==> src/rtl/hme_pkg.sv <==
// ----------------------------------------------------------------------------
// Hash multiset engine package
// Shared constants, codes, types and helpers of the hash multiset engine.
// ----------------------------------------------------------------------------
`default_nettype none

package hme_pkg;

  localparam int KeyW           = 32;
  localparam int OpW            = 2;
  localparam int StatusW        = 2;
  localparam int CfgW           = 7;
  localparam int MaxBuckets     = 64;
  localparam int SlotsPerBucket = 8;
  localparam int StoreDepth     = MaxBuckets * SlotsPerBucket;

  localparam int BucketW        = (MaxBuckets > 1) ? $clog2(MaxBuckets) : 1;
  localparam int FillW          = $clog2(SlotsPerBucket + 1);
  localparam int StoreAddrW     = (StoreDepth > 1) ? $clog2(StoreDepth) : 1;
  localparam int CntW           = $clog2(KeyW);
  localparam int DivW           = (CfgW > BucketW + 1) ? CfgW : BucketW + 1;

  localparam logic [CfgW-1:0] CfgReset = CfgW'(MaxBuckets);

  localparam int QueueDepth     = 2;
  localparam int QPtrW          = (QueueDepth > 1) ? $clog2(QueueDepth) : 1;
  localparam int QCntW          = $clog2(QueueDepth + 1);

  typedef enum logic [OpW-1:0] {
    OP_INSERT = 2'd0,
    OP_REMOVE = 2'd1,
    OP_LOOKUP = 2'd2
  } op_e;

  typedef enum logic [StatusW-1:0] {
    STATUS_OK     = 2'd0,
    STATUS_ABSENT = 2'd1,
    STATUS_FULL   = 2'd2
  } status_e;

  typedef enum logic [1:0] {
    FE_IDLE,
    FE_DIV,
    FE_PUSH
  } fe_state_e;

  typedef enum logic [2:0] {
    BE_IDLE,
    BE_FILL,
    BE_RD,
    BE_CMP,
    BE_MOVE
  } be_state_e;

  // A classified request as it travels from the front end to the back end.
  typedef struct packed {
    logic [OpW-1:0]     op;
    logic [KeyW-1:0]    key;
    logic [BucketW-1:0] bucket;
  } hme_cmd_t;

  // Handshake between the command queue and one of its sides.
  typedef struct packed {
    logic xfer;
  } hme_qctl_t;

  // Store address of slot idx in bucket b.
  function automatic logic [StoreAddrW-1:0] slot_addr(logic [BucketW-1:0] b,
                                                      logic [FillW-1:0]   idx);
    logic [StoreAddrW-1:0] base;
    base = StoreAddrW'(b) * StoreAddrW'(SlotsPerBucket);
    return base + StoreAddrW'(idx);
  endfunction

endpackage

`default_nettype wire

==> src/rtl/hme_cmd_fifo.sv <==
// ----------------------------------------------------------------------------
// Hash multiset engine command queue
// Short queue of classified requests between the front and back ends.
// ----------------------------------------------------------------------------
`default_nettype none

module hme_cmd_fifo
  import hme_pkg::*;
(
  input  wire logic      clk_i,
  input  wire logic      rst_ni,
  input  wire hme_qctl_t wr_ctl_i,
  input  wire hme_cmd_t  cmd_i,
  output logic           full_o,
  input  wire hme_qctl_t rd_ctl_i,
  output hme_cmd_t       cmd_o,
  output logic           empty_o
);

  hme_cmd_t         mem_q [QueueDepth];
  logic [QPtrW-1:0] wptr_q, rptr_q;
  logic [QCntW-1:0] cnt_q;
  logic             do_wr, do_rd;

  assign full_o  = (cnt_q == QCntW'(QueueDepth));
  assign empty_o = (cnt_q == '0);
  assign do_wr   = wr_ctl_i.xfer && !full_o;
  assign do_rd   = rd_ctl_i.xfer && !empty_o;
  assign cmd_o   = mem_q[rptr_q];

  function automatic logic [QPtrW-1:0] next_ptr(logic [QPtrW-1:0] p);
    if (p == QPtrW'(QueueDepth - 1)) begin
      return '0;
    end
    return p + QPtrW'(1);
  endfunction

  always_ff @(posedge clk_i or negedge rst_ni) begin
    if (!rst_ni) begin
      wptr_q <= '0;
      rptr_q <= '0;
      cnt_q  <= '0;
    end else begin
      if (do_wr) begin
        wptr_q <= next_ptr(wptr_q);
      end
      if (do_rd) begin
        rptr_q <= next_ptr(rptr_q);
      end
      if (do_wr && !do_rd) begin
        cnt_q <= cnt_q + QCntW'(1);
      end else if (do_rd && !do_wr) begin
        cnt_q <= cnt_q - QCntW'(1);
      end
    end
  end

  always_ff @(posedge clk_i) begin
    if (do_wr) begin
      mem_q[wptr_q] <= cmd_i;
    end
  end

endmodule

`default_nettype wire

==> config.mk <==
export PLATFORM = sky130hd
export DESIGN_NAME = hme_cmd_fifo
export DESIGN_NICKNAME = d
export VERILOG_FILES = /design/src/rtl/hme_pkg.sv /design/src/rtl/hme_cmd_fifo.sv
export SDC_FILE = /design/constraint.sdc
export NUM_CORES = 1
export LEC_CHECK = 0
export BUFFER_PORTS_ARGS = -buffer_cell sky130_fd_sc_hd__buf_2
export CAP_MARGIN = 20
export CORE_ASPECT_RATIO = 2
export CORE_MARGIN = 3
export CORE_UTILIZATION = 49
export CTS_BUF_LIST = sky130_fd_sc_hd__clkbuf_4
export CTS_CLUSTER_DIAMETER = 60
export DETAILED_ROUTE_END_ITERATION = 8
export PLACE_DENSITY_LB_ADDON = 0.08
export SYNTH_ARGS = -nofsm -noshare
export SYNTH_HDL_FRONTEND = slang
export SYNTH_SLANG_ARGS = --single-unit
==> constraint.sdc <==
create_clock -name clk_i -period 2.95 [get_ports clk_i]
set_input_delay 0.1475 -clock clk_i [delete_from_list [all_inputs] [get_ports clk_i]]
set_output_delay 0.1475 -clock clk_i [all_outputs]
set_load 0.1 [all_outputs]
==> flow_summary.json <==
{
  "layout-drive-gt1-share": 0.5087,
  "initialDrtViolationCount": 70,
  "vias": 1750,
  "hp-class": "primary input to flop",
  "avgSynthCellArea_sq_um": 22.83,
  "grt_pass1_vias": 2010,
  "ant_nets": 0,
  "startpoint_type": "flop",
  "fin_nets": 327,
  "syn_area_sq_mm": 0.003287,
  "min_period_ns": 2.281,
  "num_rows": 41,
  "hold_violations": 0,
  "synth.ff_latch_count": 84,
  "io_buffers": 85,
  "status": "complete, no violations",
  "slew_headroom": 0.3595,
  "setup_viol": 0,
  "wl_met3_microns": 370,
  "yosys_warnings": 0,
  "drt-met1-wl_microns": 2046,
  "die_area_sq_mm": 0.007786,
  "design_area_sq_mm": 0.004319,
  "path_class": "flop to output port",
  "synthTopCellsByCount": "edfxtp_1 (80), mux2_4 (39), buf_12 (4), dfrtp_1 (4)",
  "netlist.area_leader.share": 0.7309,
  "drt_first_pass_iters": 4,
  "rsz0062_at_grt": "no",
  "grt_first_pass_wirelength_microns": 9459,
  "avgViaCountPerCell": 4.692,
  "skew_ns": 0.01279,
  "utilization": 0.6736,
  "finalSetupTns_ns": 0,
  "cp.required_ns": 2.80,
  "arrival_ns": 2.13,
  "synth_cell_types": 15,
  "grt-ovfl-total": 0,
  "grt_usage": 0.1667,
  "routed_wl_microns": 5953,
  "placed_area_sq_mm": 0.003781,
  "worst_pin_slew_ns": 0.9607,
  "clock_latency_ns": 0.41,
  "yosysMostFrequentCell": "edfxtp_1",
  "antenna_found_initial": 0,
  "critPathMaxFanout": 19,
  "cap_violations": 0,
  "max_freq_mhz": 438.4,
  "clock_sinks": 84,
  "routedWlPerCell_microns": 15.96,
  "diodes": 0,
  "syn-num-nets": 189,
  "end_kind": "output port",
  "clk_pin_slew_ns": 0.12,
  "synth-edff-count": 80,
  "syn_inst": 144,
  "cts_buffer_depth": 2,
  "ys_seq_area_frac": 0.7613,
  "maxSlewViolCount": 0,
  "post-cts-setup-buffer-count": 0,
  "htreeDepth": 3,
  "fp.coreArea_sq_mm": 0.006412,
  "die_x_microns": 63.92,
  "drc": 0,
  "start_util": 0.5126,
  "ioPinCount": 86,
  "reg2reg_from": "cnt_q[0]$_DFFE_PN0P_",
  "yosys.area.top_type": "edfxtp_1",
  "grt_max_degree": 41,
  "synth_async_sr_flop_share": 0.04762,
  "synth_ff_type": "edfxtp_1",
  "min_from": "rd_ctl_i",
  "met2WireLength_microns": 3381,
  "cts_buffers": 9,
  "cts.repair.resized": 0,
  "die_h_microns": 121.8,
  "root_buffer": "clkbuf_4",
  "synth_area_leaders": "edfxtp_1 (73%), mux2_4 (18%), dfrtp_1 (3.0%)",
  "critPathLaunch": "rptr_q$_DFFE_PN0P_",
  "place.gp.congestion": 0.7267,
  "cts_tree": "done",
  "top_layer": "met4",
  "detailed_place_hpwl_microns": 3973,
  "syn2layout_area_growth_pct": 31.40,
  "period_share": 0.7733
}
-- per-layer routing --
metal	vias up	global-route usage
li1	831	-
met1	841	0.1675
met2	65	0.2949
met3	13	0.05166
met4	0	0.09878
met5	-	0
-- stage by stage --
stage               hold slack (ns)  setup WS (ns)  std cells
finish                      0.06638         0.6689        373
global route                0.04054         0.5400        373
CTS                         0.01600         0.6050        373
detailed placement         -0.04074          1.094        314
global placement           -0.04624          1.147        314
floorplan                   -0.1481         0.1786        144
-- cell usage in the layout, fill, tap and decap left out, types with 3 or more instances in the layout --
master	Yosys	routed
mux2_4	39	39
dfrtp_1	4	3
xnor2_1	3	3
buf_2	0	85
edfxtp_1	80	80
buf_4	0	3
dlygate4sd3_1	0	43
clkbuf_4	0	12
-- sequential cells by signal, indices dropped and copies added, names as in the netlist --
register and cells:
wptr_q 1, mem_q 80, cnt_q 2, rptr_q 1
-- cell families (layout without fill, tap and decap cells) --
group,Yosys count,after routing,share of synthesized area
flip-flops,84,84,0.7613
multiplexers,40,40,0.1816
buffers and inverters,7,150,0.03007
AND/OR/NAND/NOR,6,6,0.008376
XOR/XNOR,5,5,0.01333
adder cells (fa/ha/maj),1,1,0.003806
AO/OA/AOI/OAI,1,1,0.001521
-- layout make-up --
class / instances / area [sq um]
clock inverters: 4 / 17.52
multi-input cells: 53 / 694.4
flip-flops and latches: 84 / 2504
well taps: 86 / 107.6
inverters: 2 / 7.507
repair buffers: 132 / 898.4
fillers: 460 / 2093
clock buffers: 12 / 90.09
-- critical path, stage by stage (launching register included) --
cell and delay, ns:
dfrtp_2 0.79, buf_4 0.31, mux2_4 0.31, buf_2 0.29
-- timing repair --
action,4_1_cts,5_1_grt
hold buffers,43,0
endpoints found under the setup margin,0,0
hold endpoints to repair,84,0
-- worst paths after layout --
kind                       slack [ns]                endpoint  depth (start not counted)
setup / recovery                 0.67               cmd_o[29]                          3
setup reg to reg                 1.06  mem_q[0][23]$_DFFE_PP_                          4
min in group asynchronous        0.56    cnt_q[1]$_DFFE_PN0P_                          3
hold / removal                   0.07      rptr_q$_DFFE_PN0P_                          3
hold reg to reg                  0.55    cnt_q[1]$_DFFE_PN0P_                          1
max in group asynchronous        1.65      rptr_q$_DFFE_PN0P_                          4
Power is not shown: default switching activity piles up to over one toggle a cycle in this logic, so the estimate is an artifact.
