File: src/rtl/hme_pkg.sv
// ----------------------------------------------------------------------------
// Hash multiset engine package
// Shared constants, codes, types and helpers of the hash multiset engine.
// ----------------------------------------------------------------------------
`default_nettype none

package hme_pkg;

  localparam int KeyW           = 32;
  localparam int OpW            = 2;
  localparam int StatusW        = 2;
  localparam int CfgW           = 7;
  localparam int MaxBuckets     = 64;
  localparam int SlotsPerBucket = 8;
  localparam int StoreDepth     = MaxBuckets * SlotsPerBucket;

  localparam int BucketW        = (MaxBuckets > 1) ? $clog2(MaxBuckets) : 1;
  localparam int FillW          = $clog2(SlotsPerBucket + 1);
  localparam int StoreAddrW     = (StoreDepth > 1) ? $clog2(StoreDepth) : 1;
  localparam int CntW           = $clog2(KeyW);
  localparam int DivW           = (CfgW > BucketW + 1) ? CfgW : BucketW + 1;

  localparam logic [CfgW-1:0] CfgReset = CfgW'(MaxBuckets);

  localparam int QueueDepth     = 2;
  localparam int QPtrW          = (QueueDepth > 1) ? $clog2(QueueDepth) : 1;
  localparam int QCntW          = $clog2(QueueDepth + 1);

  typedef enum logic [OpW-1:0] {
    OP_INSERT = 2'd0,
    OP_REMOVE = 2'd1,
    OP_LOOKUP = 2'd2
  } op_e;

  typedef enum logic [StatusW-1:0] {
    STATUS_OK     = 2'd0,
    STATUS_ABSENT = 2'd1,
    STATUS_FULL   = 2'd2
  } status_e;

  typedef enum logic [1:0] {
    FE_IDLE,
    FE_DIV,
    FE_PUSH
  } fe_state_e;

  typedef enum logic [2:0] {
    BE_IDLE,
    BE_FILL,
    BE_RD,
    BE_CMP,
    BE_MOVE
  } be_state_e;

  // A classified request as it travels from the front end to the back end.
  typedef struct packed {
    logic [OpW-1:0]     op;
    logic [KeyW-1:0]    key;
    logic [BucketW-1:0] bucket;
  } hme_cmd_t;

  // Handshake between the command queue and one of its sides.
  typedef struct packed {
    logic xfer;
  } hme_qctl_t;

  // Store address of slot idx in bucket b.
  function automatic logic [StoreAddrW-1:0] slot_addr(logic [BucketW-1:0] b,
                                                      logic [FillW-1:0]   idx);
    logic [StoreAddrW-1:0] base;
    base = StoreAddrW'(b) * StoreAddrW'(SlotsPerBucket);
    return base + StoreAddrW'(idx);
  endfunction

endpackage

`default_nettype wire

File: src/rtl/hme_front.sv
// ----------------------------------------------------------------------------
// Hash multiset engine front end
// Accepts requests and works out the bucket with a bit-serial remainder unit.
// ----------------------------------------------------------------------------
`default_nettype none

module hme_front
  import hme_pkg::*;
(
  input  wire logic            clk_i,
  input  wire logic            rst_ni,
  input  wire logic            push,
  output logic                 full,
  input  wire logic [OpW-1:0]  operation_i,
  input  wire logic [KeyW-1:0] key_i,
  input  wire logic [CfgW-1:0] bucket_count_i,
  output hme_qctl_t            q_ctl_o,
  input  wire logic            q_full_i,
  output hme_cmd_t             q_cmd_o
);

  fe_state_e          state_q, state_d;
  logic [OpW-1:0]     op_q, op_d;
  logic [KeyW-1:0]    key_q, key_d;
  logic [BucketW-1:0] rem_q, rem_d;
  logic [CntW-1:0]    cnt_q, cnt_d;

  logic [DivW-1:0]    div_n;
  logic [DivW-1:0]    trial;
  logic [BucketW-1:0] rem_step;

  // Divisor with the out-of-range counts folded back into 1..MaxBuckets.
  always_comb begin
    if (bucket_count_i == '0) begin
      div_n = DivW'(1);
    end else if (DivW'(bucket_count_i) > DivW'(MaxBuckets)) begin
      div_n = DivW'(MaxBuckets);
    end else begin
      div_n = DivW'(bucket_count_i);
    end
  end

  // One restoring step: bring down the next key bit, subtract if it fits.
  always_comb begin
    trial = DivW'({rem_q, key_q[cnt_q]});
    if (trial >= div_n) begin
      rem_step = BucketW'(trial - div_n);
    end else begin
      rem_step = BucketW'(trial);
    end
  end

  always_comb begin
    state_d      = state_q;
    op_d         = op_q;
    key_d        = key_q;
    rem_d        = rem_q;
    cnt_d        = cnt_q;
    q_ctl_o.xfer = 1'b0;
    full         = 1'b1;
    case (state_q)
      FE_IDLE: begin
        full = 1'b0;
        if (push) begin
          op_d    = operation_i;
          key_d   = key_i;
          rem_d   = '0;
          cnt_d   = CntW'(KeyW - 1);
          state_d = FE_DIV;
        end
      end
      FE_DIV: begin
        rem_d = rem_step;
        cnt_d = cnt_q - CntW'(1);
        if (cnt_q == '0) begin
          state_d = FE_PUSH;
        end
      end
      FE_PUSH: begin
        if (!q_full_i) begin
          q_ctl_o.xfer = 1'b1;
          state_d      = FE_IDLE;
        end
      end
      default: begin
        state_d = FE_IDLE;
      end
    endcase
  end

  assign q_cmd_o.op     = op_q;
  assign q_cmd_o.key    = key_q;
  assign q_cmd_o.bucket = rem_q;

  always_ff @(posedge clk_i or negedge rst_ni) begin
    if (!rst_ni) begin
      state_q <= FE_IDLE;
    end else begin
      state_q <= state_d;
    end
  end

  always_ff @(posedge clk_i) begin
    op_q  <= op_d;
    key_q <= key_d;
    rem_q <= rem_d;
    cnt_q <= cnt_d;
  end

  // The remainder stays below the divisor throughout the division.
  a_rem_in_range: assert property (@(posedge clk_i) disable iff (!rst_ni)
    (state_q == FE_DIV) |-> (DivW'(rem_q) < div_n))
    else $error("front: partial remainder not below divisor");

  // An accepted request is ready for the queue once the division has handled every key bit.
  a_div_latency: assert property (@(posedge clk_i) disable iff (!rst_ni)
    (push && !full) |-> ##(KeyW + 1) (state_q == FE_PUSH))
    else $error("front: division did not finish on time");

endmodule

`default_nettype wire

File: config.mk
export PLATFORM = sky130hd
export DESIGN_NAME = hme_front
export DESIGN_NICKNAME = d
export VERILOG_FILES = /design/src/rtl/hme_pkg.sv /design/src/rtl/hme_front.sv
export SDC_FILE = /design/constraint.sdc
export NUM_CORES = 1
export LEC_CHECK = 0
export ABC_CLOCK_PERIOD_IN_PS = 3500
export CORE_MARGIN = 10
export CORE_UTILIZATION = 50
export CTS_CLUSTER_DIAMETER = 200
export CTS_CLUSTER_SIZE = 25
export DETAILED_ROUTE_END_ITERATION = 6
export DONT_BUFFER_PORTS = 1
export PLACE_DENSITY = 0.72
export SYNTH_ARGS = -nofsm -noshare
export SYNTH_HDL_FRONTEND = slang
export SYNTH_SLANG_ARGS = --single-unit
File: constraint.sdc
create_clock -name clk_i -period 3.5 [get_ports clk_i]
set_input_delay 0.35 -clock clk_i [delete_from_list [all_inputs] [get_ports clk_i]]
set_output_delay 0.35 -clock clk_i [all_outputs]
set_load 0.02 [all_outputs]
==> metrics <==
status=finished clean; Worst EP arrival=around 3.3 ns; post-synth cell types=35; EDFF count, synth=45; Cell Pwr Density=between 800 and 900 nW/um^2; Hold Crit Class=input pin to flop; Power Total=~2.2 mW; Worst Path Required=around 3.6 ns; Synth Flop Type=edfxtp_1; Max Cap Viol=0; number of max-slew violations in the final report=0; vias in the first global route=roughly 1400; switching fraction of total power=between 30 and 40%; highest routed layer=met4; crit end category=flop; starting DRC count in detailed routing=approximately 90; post-CTS sizing=0; area delta synth->final=10.7%; clock power share=between 10% and 20%; Sequential Power Share=between 40% and 50%; met3 WL=approximately 680 um; Cells after DPL=210; R2R Path Start=key_q[22]; I/O pin total=87; CTS sink cnt=47; crit path launch type=flop; #FFs+latches synth=47; Fmax achieved=a little over 300 MHz; RD Place Congestion=just under 0.9; DR vias/cell=approximately 6.0; first-pass GRT wire length=7410 um; ys async rst share=between 4 and 5%; # DRC=0; R2R Setup Slk=between 0.2 and 0.25 ns; CTS tree=built; Initial Utilization=slightly above 50%; Die Ht=a little under 90 um; share of layout cells above drive strength 1=17.0%; final WL=between 4000 and 5000 um; clock tree root driver cell=clkbuf_8; CP Max Fanout=8; leakage power=0.942 nW; Max Root-Sink Buffers=2; Synth Cell Area=~2200 sq um; setup TNS=0 ns; Endpoint, Worst Hold=key_q[25]; Antenna Violating Nets Remaining=0; antenna violations before repair=0; cells after synthesis=156; Mapped Nets=~210; Worst-path clk slew=about 0.08 ns; die width=87.1 um; Clock Latency Late Sink=~0.3 ns; Slew @ Worst Pin=0.887 ns; die area=about 7600 sq um; met2 WL=between 2000 and 3000 um; Peak VDD IR=between 0.4 and 0.5 mV; dpl hpwl=3930 um; site row count=24; CP Cell Sequence=mux4_2, mux2i_1, o32ai_1, nor3_2, ha_1, nor2b_4, o31a_1, o31a_1, o22ai_4, mux2i_1, nor2_1; Fin. Hold Viols=0; Reg2Reg Depth=11; Finished Layout Cells=223; WL met1=roughly 1600 um; crit share post-route=between 90 and 100%; path type of the worst setup path=flop to flop; final setup violation count=0; average wire per standard cell=between 20 and 25 um; Diodes inserted=0; Vias=1331; Synthesis Warnings=0; largest net degree at the start of global routing=36; Clock Skew=0.00908 ns; R2R Path End=rem_q[2]; hold depth=0; CTS Buf Count=5; syn_area_per_cell=roughly 14 sq um; H-tree level count=2; core footprint=4350 sq um; total global-route track usage=~13%; post-synthesis sequential area ratio=62.3%; sw power=a little under 0.8 mW; final net count=roughly 230; Slowest cell on crit path=edfxtp_1; drt pass-1 iters=4; largest stage delay on the critical path=around 0.52 ns; max_slew headroom=~40%; Hold Crit Start=key_i[25]; Pint=1.38 mW; Final min period=around 3.3 ns; hold slack=about 0.14 ns; gr ovfl total=0; Comb pwr share=~39%; Port Buffer Count=0
## cells by family (layout without fill, tap and decap cells)
kind of cell               after synthesis  count (layout)  synth area share (%)
and+or+nand+nor                         44              44                  9.96
xor gates and xnor gates                 4               4                  1.56
muxes                                   15              15                  10.0
adders and majority gates               11              11                  6.46
DFF                                     47              47                  62.3
AOI/OAI and AO/OA                       23              23                  7.29
buffers and inverters                   12              27                  2.39
## worst max-delay path, delay by kind of cell (launching register included)
family                   cells  cell delay, ns
adder cells (fa/ha/maj)      1            0.25
AND/OR/NAND/NOR              3            0.33
flip-flops                   1            0.52
multiplexers                 3            0.97
AO/OA/AOI/OAI                4            0.95
## worst max path at each step
stage,from,end,slack [ns],cells after the start
3_5_place_dp,cnt_q[2],rem_q[2],0.07,12
3_3_place_gp,cnt_q[2],rem_q[5],0.23,12
5_1_grt,cnt_q[2],rem_q[2],-0.008,13
6_report,key_q[22],rem_q[2],0.23,11
2_1_floorplan,cnt_q[0],rem_q[2],0.48,12
4_1_cts,cnt_q[2],rem_q[2],0.06,12
## state kept, by name (all words and copies together), names as in the netlist
signal,cells
rem_q,6
cnt_q,5
op_q,2
state_q,2
key_q,32
## layout by cell type (no fill, tap or decap), types with 2 or more instances in the layout
cell | synthesis | routed
dfrtp_1 | 2 | 2
nor3_1 | 2 | 2
a21o_1 | 2 | 2
a21oi_1 | 6 | 6
buf_4 | 0 | 10
nand3b_1 | 3 | 3
xnor2_1 | 4 | 4
nand3_1 | 2 | 2
o21ai_0 | 6 | 6
clkbuf_8 | 0 | 5
mux4_2 | 6 | 6
nor4_1 | 2 | 2
mux2i_1 | 9 | 9
edfxtp_1 | 45 | 45
inv_1 | 8 | 8
ha_1 | 10 | 10
o21a_1 | 2 | 2
o31a_1 | 2 | 2
nor2_1 | 13 | 12
nand2_1 | 12 | 12
nor2b_1 | 3 | 3
## area by class of cell
| type | count | area, sq um |
|---|---|---|
| clock buffers | 5 | 68.8 |
| clock inverters | 3 | 38.8 |
| fillers | 348 | 1860 |
| inverters | 8 | 30.0 |
| multi-input cells | 97 | 801 |
| flip-flops and latches | 47 | 1400 |
| well taps | 52 | 65.1 |
| repair buffers | 11 | 85.1 |
## per-layer routing
metal	vias to the layer above	GRT usage, %
li1	618	-
met1	642	11.7
met2	64	21.8
met3	7	8.71
met4	0	4.86
met5	-	0
## through the flow
stage                     setup WS, ns  cell area, sq um  util [%]
after detailed placement        0.0742              2340      53.8
after global placement           0.229              2340      53.8
after global routing          -0.00843              2490      57.2
after floorplan                  0.476              2250         -
final                            0.229              2490      57.2
after CTS                       0.0555              2460      56.5
## synth_stat cells, types with 2 or more instances
library cell	instances	area share (%)
nor4_1	2	0.56
nand3b_1	3	1.0
mux2i_1	9	4.0
mux4_2	6	6.0
o21a_1	2	0.67
nor3_1	2	0.45
nor2b_1	3	0.83
o31a_1	2	0.78
nand2_1	12	2.0
nor2_1	13	2.2
inv_1	8	1.3
xnor2_1	4	1.6
a21o_1	2	0.67
edfxtp_1	45	60
o21ai_0	6	1.3
dfrtp_1	2	2.2
clkbuf_1	2	0.33
ha_1	10	5.6
a21oi_1	6	1.3
nand3_1	2	0.45
## what timing repair did
| action | 4_1_cts | 5_1_grt |
|---|---|---|
| setup buffers | 0 | 4 |
| setup endpoints to repair | 0 | 5 |
| hold endpoints to repair | 2 | 0 |
| hold buffers | 1 | 0 |
## power groups by stage
stage	clock [mW]	sequential, mW	combinational (mW)
CTS	0.385	0.984	0.789
global route	0.405	0.973	0.927
floorplan	0	0.919	0.672
global placement	0	0.995	0.734
detailed placement	0	0.996	0.781
finish	0.377	0.952	0.840
(Power assumes the default switching activity.)
